### src/period_meter_band_classifier_top_defines.svh
// Assertion macros shared by the period meter RTL.
// Each macro expects signals named clk and rst_n in the module that uses it.
`ifndef PERIOD_METER_BAND_CLASSIFIER_TOP_DEFINES_SVH
`define PERIOD_METER_BAND_CLASSIFIER_TOP_DEFINES_SVH

// A condition that must hold at every clock edge out of reset.
`define PMBC_ASSERT_ALWAYS(lbl, cond, msg) \
  lbl: assert property (@(posedge clk) disable iff (!rst_n) (cond)) else $error(msg);

// An implication checked in the same cycle.
`define PMBC_ASSERT_IMPL(lbl, ante, cons, msg) \
  lbl: assert property (@(posedge clk) disable iff (!rst_n) (ante) |-> (cons)) \
    else $error(msg);

// An implication whose consequent is checked in the cycle after the antecedent.
`define PMBC_ASSERT_NEXT(lbl, ante, cons, msg) \
  lbl: assert property (@(posedge clk) disable iff (!rst_n) (ante) |=> (cons)) \
    else $error(msg);

`endif

### src/pmbc_pkg.sv
// Shared types, widths and codes of the period meter with band classifier.
// No dependencies; every other RTL file imports this package.
package pmbc_pkg;

  // Width of the internal tick counter.
  localparam int COUNT_WIDTH = 24;

  // Fixed field widths.
  localparam int OUT_W       = 24;
  localparam int PER_W       = 10;
  localparam int CFG_W       = 24;
  localparam int CLASS_W     = 3;
  localparam int CFG_IDX_W   = 3;
  localparam int IN_TDATA_W  = 8;
  localparam int OUT_TDATA_W = 32;

  // Compare width that holds both the counter and a 24-bit register.
  localparam int CMP_W = (COUNT_WIDTH > CFG_W) ? COUNT_WIDTH : CFG_W;

  localparam logic [OUT_W-1:0] OUT_MAX = '1;

  typedef logic [COUNT_WIDTH-1:0] count_t;
  typedef logic [CMP_W-1:0]       cmp_t;

  // Band classes reported with each result.
  typedef enum logic [CLASS_W-1:0] {
    CLS_NONE             = 3'd0,
    CLS_SMALL_FERROUS    = 3'd1,
    CLS_SMALL_NONFERROUS = 3'd2,
    CLS_LARGE_FERROUS    = 3'd3,
    CLS_LARGE_NONFERROUS = 3'd4,
    CLS_NO_SIGNAL        = 3'd5
  } band_class_t;

  typedef enum logic {
    ST_DONE      = 1'b0,
    ST_NO_SIGNAL = 1'b1
  } status_t;

  // Configuration register indexes.
  typedef enum logic [CFG_IDX_W-1:0] {
    REG_PERIODS          = 3'd0,
    REG_TIMEOUT          = 3'd1,
    REG_LARGE_FERROUS    = 3'd2,
    REG_SMALL_FERROUS    = 3'd3,
    REG_NEUTRAL          = 3'd4,
    REG_SMALL_NONFERROUS = 3'd5
  } cfg_reg_t;

  // Reset values of the configuration registers.
  localparam logic [PER_W-1:0] RST_PERIODS          = 10'd100;
  localparam logic [CFG_W-1:0] RST_TIMEOUT          = 24'd10000000;
  localparam logic [CFG_W-1:0] RST_LARGE_FERROUS    = 24'd64102;
  localparam logic [CFG_W-1:0] RST_SMALL_FERROUS    = 24'd63938;
  localparam logic [CFG_W-1:0] RST_NEUTRAL          = 24'd63857;
  localparam logic [CFG_W-1:0] RST_SMALL_NONFERROUS = 24'd63695;

  // Current configuration as seen by the measurement core.
  typedef struct packed {
    logic [PER_W-1:0] periods;
    logic [CFG_W-1:0] timeout;
    logic [CFG_W-1:0] large_ferrous_above;
    logic [CFG_W-1:0] small_ferrous_above;
    logic [CFG_W-1:0] neutral_from;
    logic [CFG_W-1:0] small_nonferrous_from;
  } cfg_t;

  // One result item.
  typedef struct packed {
    status_t          status;
    logic [OUT_W-1:0] tick_count;
    band_class_t      band_class;
  } result_t;

endpackage

### src/pmbc_cfg_regs.sv
// Configuration register file of the period meter.
// Depends on pmbc_pkg for the register indexes and the cfg_t bundle.
module pmbc_cfg_regs (
  input  logic                           clk,
  input  logic                           rst_n,
  input  logic                           cfg_valid_i,
  output logic                           cfg_ready_o,
  input  logic [pmbc_pkg::CFG_IDX_W-1:0] cfg_index_i,
  input  logic [pmbc_pkg::CFG_W-1:0]     cfg_data_i,
  output pmbc_pkg::cfg_t                 cfg_o
);
  import pmbc_pkg::*;

  cfg_t cfg_r;
  cfg_t cfg_nxt;

  // Writes are always taken.
  assign cfg_ready_o = 1'b1;

  // Register decode; indexes beyond the list are dropped.
  always_comb begin
    cfg_nxt = cfg_r;
    if (cfg_valid_i) begin
      unique case (cfg_reg_t'(cfg_index_i))
        REG_PERIODS:          cfg_nxt.periods               = cfg_data_i[PER_W-1:0];
        REG_TIMEOUT:          cfg_nxt.timeout               = cfg_data_i;
        REG_LARGE_FERROUS:    cfg_nxt.large_ferrous_above   = cfg_data_i;
        REG_SMALL_FERROUS:    cfg_nxt.small_ferrous_above   = cfg_data_i;
        REG_NEUTRAL:          cfg_nxt.neutral_from          = cfg_data_i;
        REG_SMALL_NONFERROUS: cfg_nxt.small_nonferrous_from = cfg_data_i;
        default:              cfg_nxt = cfg_r;
      endcase
    end
  end

  always_ff @(posedge clk) begin
    if (!rst_n) begin
      cfg_r.periods               <= RST_PERIODS;
      cfg_r.timeout               <= RST_TIMEOUT;
      cfg_r.large_ferrous_above   <= RST_LARGE_FERROUS;
      cfg_r.small_ferrous_above   <= RST_SMALL_FERROUS;
      cfg_r.neutral_from          <= RST_NEUTRAL;
      cfg_r.small_nonferrous_from <= RST_SMALL_NONFERROUS;
    end else begin
      cfg_r <= cfg_nxt;
    end
  end

  assign cfg_o = cfg_r;

endmodule

### src/pmbc_core.sv
// Measurement sequencer: edge waits, tick and period counting, classification.
// Depends on pmbc_pkg and on the assertion macros of the defines header.
`include "period_meter_band_classifier_top_defines.svh"

module pmbc_core (
  input  logic              clk,
  input  logic              rst_n,
  input  logic              in_fire_i,
  input  logic              start_i,
  input  logic              level_i,
  input  pmbc_pkg::cfg_t    cfg_i,
  output logic              res_emit_o,
  output pmbc_pkg::result_t res_o
);
  import pmbc_pkg::*;

  typedef enum logic [2:0] {
    PH_IDLE       = 3'd0,
    PH_FIRST_LOW  = 3'd1,
    PH_FIRST_HIGH = 3'd2,
    PH_MEAS_LOW   = 3'd3,
    PH_MEAS_HIGH  = 3'd4
  } phase_t;

  phase_t           phase_r, phase_nxt;
  count_t           tick_r, tick_nxt;
  logic [PER_W-1:0] per_r, per_nxt;

  count_t           tick_inc;
  logic             wrapped;
  logic             late;
  logic             edge_seen;
  logic [PER_W-1:0] target;
  logic [PER_W-1:0] per_inc;
  cmp_t             cnt_ext;
  band_class_t      cls;

  // Saturating tick increment and timeout check.
  assign wrapped  = (tick_r == '1);
  assign tick_inc = wrapped ? tick_r : tick_r + 1'b1;
  assign cnt_ext  = CMP_W'(tick_inc);
  assign late     = wrapped || (cnt_ext > CMP_W'(cfg_i.timeout));

  // Awaited level: low in the low phases, high otherwise.
  assign edge_seen = (phase_r == PH_FIRST_LOW || phase_r == PH_MEAS_LOW) ? !level_i
                                                                        : level_i;

  // Period target, zero taken as one.
  assign target  = (cfg_i.periods == '0) ? PER_W'(1) : cfg_i.periods;
  assign per_inc = per_r + 1'b1;

  // Band classification of the finished count.
  always_comb begin
    if (cnt_ext > CMP_W'(cfg_i.large_ferrous_above)) begin
      cls = CLS_LARGE_FERROUS;
    end else if (cnt_ext > CMP_W'(cfg_i.small_ferrous_above)) begin
      cls = CLS_SMALL_FERROUS;
    end else if (cnt_ext >= CMP_W'(cfg_i.neutral_from)) begin
      cls = CLS_NONE;
    end else if (cnt_ext >= CMP_W'(cfg_i.small_nonferrous_from)) begin
      cls = CLS_SMALL_NONFERROUS;
    end else begin
      cls = CLS_LARGE_NONFERROUS;
    end
  end

  // One step of the sequencer per accepted tick.
  always_comb begin
    phase_nxt  = phase_r;
    tick_nxt   = tick_r;
    per_nxt    = per_r;
    res_emit_o = 1'b0;
    res_o.status     = ST_DONE;
    res_o.tick_count = (cnt_ext > CMP_W'(OUT_MAX)) ? OUT_MAX : cnt_ext[OUT_W-1:0];
    res_o.band_class = cls;
    if (in_fire_i) begin
      unique case (phase_r)
        PH_FIRST_LOW, PH_FIRST_HIGH, PH_MEAS_LOW, PH_MEAS_HIGH: begin
          tick_nxt = tick_inc;
          if (!edge_seen) begin
            if (late) begin
              phase_nxt        = PH_IDLE;
              tick_nxt         = '0;
              per_nxt          = '0;
              res_emit_o       = 1'b1;
              res_o.status     = ST_NO_SIGNAL;
              res_o.tick_count = '0;
              res_o.band_class = CLS_NO_SIGNAL;
            end
          end else if (phase_r == PH_FIRST_LOW) begin
            phase_nxt = PH_FIRST_HIGH;
            tick_nxt  = '0;
          end else if (phase_r == PH_FIRST_HIGH) begin
            phase_nxt = PH_MEAS_LOW;
            tick_nxt  = '0;
            per_nxt   = '0;
          end else if (phase_r == PH_MEAS_LOW) begin
            phase_nxt = PH_MEAS_HIGH;
          end else if (per_inc >= target) begin
            // Last rising edge of the counted periods.
            phase_nxt  = PH_IDLE;
            tick_nxt   = '0;
            per_nxt    = '0;
            res_emit_o = 1'b1;
          end else begin
            phase_nxt = PH_MEAS_LOW;
            per_nxt   = per_inc;
          end
        end
        default: begin
          // Idle, and unused codes behave as idle.
          phase_nxt = PH_IDLE;
          if (start_i) begin
            phase_nxt = PH_FIRST_LOW;
            tick_nxt  = '0;
            per_nxt   = '0;
          end
        end
      endcase
    end
  end

  always_ff @(posedge clk) begin
    if (!rst_n) begin
      phase_r <= PH_IDLE;
      tick_r  <= '0;
      per_r   <= '0;
    end else begin
      phase_r <= phase_nxt;
      tick_r  <= tick_nxt;
      per_r   <= per_nxt;
    end
  end

  `PMBC_ASSERT_NEXT(a_emit_rearms, res_emit_o, phase_r == PH_IDLE && tick_r == '0 && per_r == '0, "core not cleared after a result")
  `PMBC_ASSERT_IMPL(a_idle_silent, phase_r == PH_IDLE, !res_emit_o, "result emitted from idle")
  `PMBC_ASSERT_IMPL(a_status_class, res_emit_o, (res_o.status == ST_NO_SIGNAL) == (res_o.band_class == CLS_NO_SIGNAL), "status and class disagree")

endmodule

### src/pmbc_out_queue.sv
// Two-entry result queue in front of the output channel.
// Depends on pmbc_pkg for result_t and on the assertion macros header.
`include "period_meter_band_classifier_top_defines.svh"

module pmbc_out_queue (
  input  logic              clk,
  input  logic              rst_n,
  input  logic              push_i,
  input  pmbc_pkg::result_t push_data_i,
  output logic              not_full_o,
  output logic              out_valid_o,
  input  logic              out_ready_i,
  output pmbc_pkg::result_t out_data_o
);
  import pmbc_pkg::*;

  result_t    slot_r [2];
  result_t    slot_nxt [2];
  logic [1:0] count_r, count_nxt;
  logic       pop;

  assign pop         = out_valid_o && out_ready_i;
  assign out_valid_o = (count_r != 2'd0);
  assign out_data_o  = slot_r[0];
  assign not_full_o  = (count_r != 2'd2);

  // Head shifts out on a transfer; a push lands behind the remaining entries.
  always_comb begin
    slot_nxt[0] = slot_r[0];
    slot_nxt[1] = slot_r[1];
    count_nxt   = count_r;
    if (pop) begin
      slot_nxt[0] = slot_r[1];
      count_nxt   = count_nxt - 2'd1;
    end
    if (push_i) begin
      if (count_nxt == 2'd0) begin
        slot_nxt[0] = push_data_i;
      end else begin
        slot_nxt[1] = push_data_i;
      end
      count_nxt = count_nxt + 2'd1;
    end
  end

  always_ff @(posedge clk) begin
    if (!rst_n) begin
      count_r <= 2'd0;
    end else begin
      count_r <= count_nxt;
    end
  end

  always_ff @(posedge clk) begin
    slot_r[0] <= slot_nxt[0];
    slot_r[1] <= slot_nxt[1];
  end

  `PMBC_ASSERT_ALWAYS(a_count_range, count_r != 2'd3, "queue count out of range")
  `PMBC_ASSERT_IMPL(a_no_overflow, push_i, count_r != 2'd2, "push into a full queue")
  `PMBC_ASSERT_NEXT(a_drain_step, pop && !push_i, count_r == $past(count_r) - 2'd1, "count did not drop on a transfer")

endmodule

### src/period_meter_band_classifier_top.sv
// Top level of the period meter with band classifier.
// Depends on pmbc_pkg, pmbc_cfg_regs, pmbc_core and pmbc_out_queue.
//
//   channel | direction | transfer when          | payload
//   in_     | slave     | in_tvalid & in_tready  | start_request, signal_level
//   out_    | master    | out_tvalid & out_tready| status, tick_count, band_class
//   cfg_    | slave     | cfg_valid & cfg_ready  | register index, write data
//
// One input item is taken every cycle; its result, if any, is registered and
// offered on the next cycle if no older result waits. A two-entry result queue
// stalls input: in_tready drops only when both entries wait on out_tready.
// rst_n is synchronous and active low; it restores the register reset values.
// cfg_ready is always high; writes take effect on the next cycle.
module period_meter_band_classifier_top (
  input  logic                             clk,
  input  logic                             rst_n,
  input  logic                             in_tvalid,
  output logic                             in_tready,
  // [0] start_request, [1] signal_level, [7:2] zero
  input  logic [pmbc_pkg::IN_TDATA_W-1:0]  in_tdata,
  output logic                             out_tvalid,
  input  logic                             out_tready,
  // [23:0] tick_count, [26:24] band_class, [31:27] zero
  output logic [pmbc_pkg::OUT_TDATA_W-1:0] out_tdata,
  // [0] measure_status
  output logic                             out_tuser,
  input  logic                             cfg_valid,
  output logic                             cfg_ready,
  input  logic [pmbc_pkg::CFG_IDX_W-1:0]   cfg_index,
  input  logic [pmbc_pkg::CFG_W-1:0]       cfg_data
);
  import pmbc_pkg::*;

  cfg_t    cfg;
  result_t res;
  result_t head;
  logic    res_emit;
  logic    not_full;
  logic    in_fire;

  assign in_tready = not_full;
  assign in_fire   = in_tvalid && in_tready;

  pmbc_cfg_regs u_cfg (
    .clk         (clk),
    .rst_n       (rst_n),
    .cfg_valid_i (cfg_valid),
    .cfg_ready_o (cfg_ready),
    .cfg_index_i (cfg_index),
    .cfg_data_i  (cfg_data),
    .cfg_o       (cfg)
  );

  pmbc_core u_core (
    .clk        (clk),
    .rst_n      (rst_n),
    .in_fire_i  (in_fire),
    .start_i    (in_tdata[0]),
    .level_i    (in_tdata[1]),
    .cfg_i      (cfg),
    .res_emit_o (res_emit),
    .res_o      (res)
  );

  pmbc_out_queue u_queue (
    .clk         (clk),
    .rst_n       (rst_n),
    .push_i      (res_emit),
    .push_data_i (res),
    .not_full_o  (not_full),
    .out_valid_o (out_tvalid),
    .out_ready_i (out_tready),
    .out_data_o  (head)
  );

  // Pack the result onto the output channel.
  assign out_tdata = {(OUT_TDATA_W - OUT_W - CLASS_W)'(0), head.band_class, head.tick_count};
  assign out_tuser = head.status;

endmodule
### config.mk
export PLATFORM = sky130hd
export DESIGN_NAME = period_meter_band_classifier_top
export DESIGN_NICKNAME = d
export VERILOG_FILES = /design/src/pmbc_pkg.sv /design/src/pmbc_cfg_regs.sv /design/src/pmbc_core.sv /design/src/pmbc_out_queue.sv /design/src/period_meter_band_classifier_top.sv
export VERILOG_INCLUDE_DIRS = /design/src /design/src/src
export SDC_FILE = /design/constraint.sdc
export NUM_CORES = 1
export LEC_CHECK = 0
export BUFFER_PORTS_ARGS = -buffer_cell sky130_fd_sc_hd__buf_4
export CORE_AREA = 2 2 172 174
export DETAILED_ROUTE_END_ITERATION = 16
export DIE_AREA = 0 0 174 176
export GPL_ROUTABILITY_DRIVEN = 0
export PLACE_DENSITY = 0.65
export RECOVER_POWER = 50
export SYNTH_ARGS = -nofsm -noshare
export SYNTH_HDL_FRONTEND = slang
export SYNTH_SLANG_ARGS = --single-unit
### constraint.sdc
create_clock -name clk -period 5.5 [get_ports clk]
set_input_delay 0.275 -clock clk [delete_from_list [all_inputs] [get_ports clk]]
set_output_delay 0.275 -clock clk [all_outputs]
set_load 0.02 [all_outputs]
==> results.py <==
metrics = {
    "clock_network": {
        "post_cts_buffers": 0,
        "root_buffer": "clkbuf_16",
        "insertion_delay_ns": 0.54,
        "cts_tree": "built",
        "cts_hold_buf": 0,
        "htree_levels": 1,
        "clk_pin_slew_ns": 0.06,
        "max-clock-path-buffers": 3,
        "cts_resized": 0,
        "cts.sinks": 225,
        "numCtsBuffers": 26,
    },
    "floorplanning": {
        "dieArea_um2": 30600,
        "fp.dieH_um": 176,
        "die_w_um": 174,
        "initial_core_util_pct": 44.6,
        "rows": 62,
        "core_um2": 28500,
        "num_io_pins": 76,
    },
    "sta": {
        "fin_worst_skew_ns": 0.0122,
        "finalSetupViolCount": 0,
        "slew_headroom_pct": -136,
        "maxSlewViolCount": 256,
        "period_needed_ns": 4.82,
        "fin_tns_setup_ns": 0,
        "max_freq_mhz": 207,
        "timing.final.crit_share_pct": 87.7,
        "final_hold_viol_count": 0,
        "worstMarginPinSlew_ns": 3.54,
        "rsz0062_at_grt": "no",
    },
    "cells_and_area": {
        "final_common_cell": "nand2_1",
        "fin_nets": 1713,
        "drive_above_1_share_pct": 9.58,
        "multi_input_area_um2": 6880,
        "syn2layout_area_growth_pct": 11.2,
        "diodes": 0,
        "num-fill-cells": 2756,
        "final_cell_mix": "nand2_1 (275), dfxtp_1 (197), inv_1 (159)",
        "final_area_um2": 14200,
        "register_area_um2": 4780,
    },
    "power_and_ir_drop": {
        "p_seq_share_pct": 43.3,
        "power_uw": 4330,
        "p_sw_share_pct": 27.6,
        "clkPwrFrac_pct": 40.4,
        "p_sw_uw": 1200,
        "p_per_area_nw_per_um2": 305,
        "power_frac_comb_pct": 16.3,
        "irDropWorstVdd_v": 0.000211,
        "internal_power_uw": 3130,
        "p_leak_uw": 0.00580,
    },
    "hold_path": {
        "min_path_type": "in2reg",
    },
    "yosys": {
        "yosysTopAreaCellShare_pct": 31.0,
        "synthesis.area_um2": 12700,
        "synth_seq_cells": 225,
        "async_reset_ff_share_pct": 0,
        "synth-seq-area-share_pct": 37.5,
        "yosysWarnings": 0,
        "synthCells": 1519,
        "synth.avg_cell_area_um2": 8.39,
        "synth_area_leaders": "dfxtp_1 (31%), ha_1 (13%), nand2_1 (8.1%)",
        "synth_edf_count": 28,
        "synth_cell_types": 70,
        "synth_top_area_cell": "dfxtp_1",
        "synth_ff_type": "dfxtp_1",
    },
    "global_route": {
        "grtUsageTotal_pct": 21.5,
        "grt_antenna_before_repair": 0,
        "grt_pass1_vias": 9996,
        "grt-ovfl-total": 0,
        "grt_pass1_wl_mm": 52.9,
        "grt_max_degree": 72,
    },
    "critical_path": {
        "r2r_slack_ns": 0.68,
        "end_kind": "flip-flop",
        "critPathKind": "reg2reg",
        "startpoint_type": "flip-flop",
        "cp.arrival_ns": 5.06,
        "cp_max_fo": 28,
        "crit_required_ns": 5.73,
    },
    "placed_design": {
        "dp_hpwl_mm": 23.1,
        "placed_area_um2": 13400,
        "io_buffers": 63,
    },
    "routing": {
        "routed_wl_mm": 32.8,
        "drt-initial-drc-count": 665,
        "antenna_left": 0,
        "dr.pass1.iters": 5,
        "via_per_inst": 5.35,
        "wire_per_inst_um": 16.9,
        "dr_total_vias": 10400,
        "drcViolationCount": 0,
    },
    "run": {
        "drv_cap": 5,
    },
    "status": {
        "violations": "capacitance limit, slew limit",
        "outcome": "complete, but fails checks",
    },
}
-- critical path, stage by stage, from the launching register on --
cell      delay (ns)
dfxtp_1         0.43
ha_1            0.23
nand4_1         0.21
nor2_2          0.30
nand4_1         0.21
nand2b_1        0.25
nor2_1          0.14
xnor2_1         0.23
inv_1           0.28
ha_1            0.38
nand4_1         0.31
nor4_1          0.43
o31a_1          0.21
o21ai_1         0.14
a21oi_4         0.30
nor2_1          0.09
nor2_2          0.13
buf_12          0.21
-- through the flow --
step / instances / hold slack [ns] / utilization (%) / setup slack (ns)
global route: 1939 / 0.0175 / 49.6 / 0.217
detailed placement: 1894 / 0.446 / 46.9 / 0.779
CTS: 1939 / 0.000727 / 49.9 / 0.725
global placement: 1894 / 0.441 / 46.9 / 0.807
finish: 1939 / 0.0165 / 49.6 / 0.676
floorplan: 1523 / 0.399 / - / 0.661
-- cell families (layout without fill, tap and decap cells) --
| logic type | after synthesis | count (layout) | share of synthesized area [%] |
|---|---|---|---|
| xor gates and xnor gates | 31 | 31 | 2.13 |
| buffers and inverters | 256 | 288 | 8.79 |
| DFF | 225 | 225 | 37.5 |
| adders and majority gates | 135 | 135 | 13.3 |
| and+or+nand+nor | 511 | 511 | 18.6 |
| muxes | 32 | 32 | 2.53 |
| AOI/OAI and AO/OA | 327 | 327 | 17.1 |
| other | 2 | 6 | 0.0589 |
-- worst paths after layout --
check,cells past startpoint,start,to
max,17,u_core.tick_r[0],u_queue.slot_r[0][41]
min,3,cfg_data[19],u_cfg.cfg_o[115]
max reg2reg,17,u_core.tick_r[0],u_queue.slot_r[0][41]
min reg2reg,2,u_cfg.cfg_o[27],u_cfg.cfg_o[27]
-- power groups by stage --
stage | clock network (uW) | logic, uW | registers, uW
final | 1750 | 706 | 1870
after global routing | 1840 | 768 | 1890
after CTS | 1780 | 761 | 1880
after detailed placement | 0 | 755 | 1910
after global placement | 0 | 742 | 1910
after floorplan | 0 | 616 | 1880
-- registers in the layout, indices dropped and copies added, names as in the netlist --
register	flops
u_queue.slot_r	56
u_core.per_r	10
u_core.phase_r	3
u_queue.count_r	2
u_cfg.cfg_o	130
u_core.tick_r	24
-- cell usage after synthesis, drive strengths merged, types with 19 or more instances --
cell type / number
nand4: 28
nor2b: 32
o211ai: 59
edfxtp: 28
a22oi: 22
o21ai: 43
a21oi: 128
mux2i: 30
dfxtp: 197
buf: 46
inv: 162
nand2: 275
nor2: 67
clkbuf: 48
o22ai: 27
nand3: 36
ha: 135
xnor2: 19
-- cell type report --
| class | count | share of cell area, % |
|---|---|---|
| sequential | 225 | 33.8 |
| clock inverter | 6 | 0.397 |
| inverter | 162 | 4.29 |
| timing repair buffer | 81 | 3.86 |
| tap | 384 | 3.39 |
| multi-input combinational | 1042 | 48.6 |
| clock buffer | 39 | 5.72 |
-- layer usage --
layer	vias up	global-route usage [%]	share of wire [%]
met3	68	3.14	5.4
met1	4855	29.3	46
li1	5211	-	-
met4	0	6.97	3.0
met5	-	0	0
met2	247	35.0	45
Note: power is estimated with default switching activity, not from simulation.
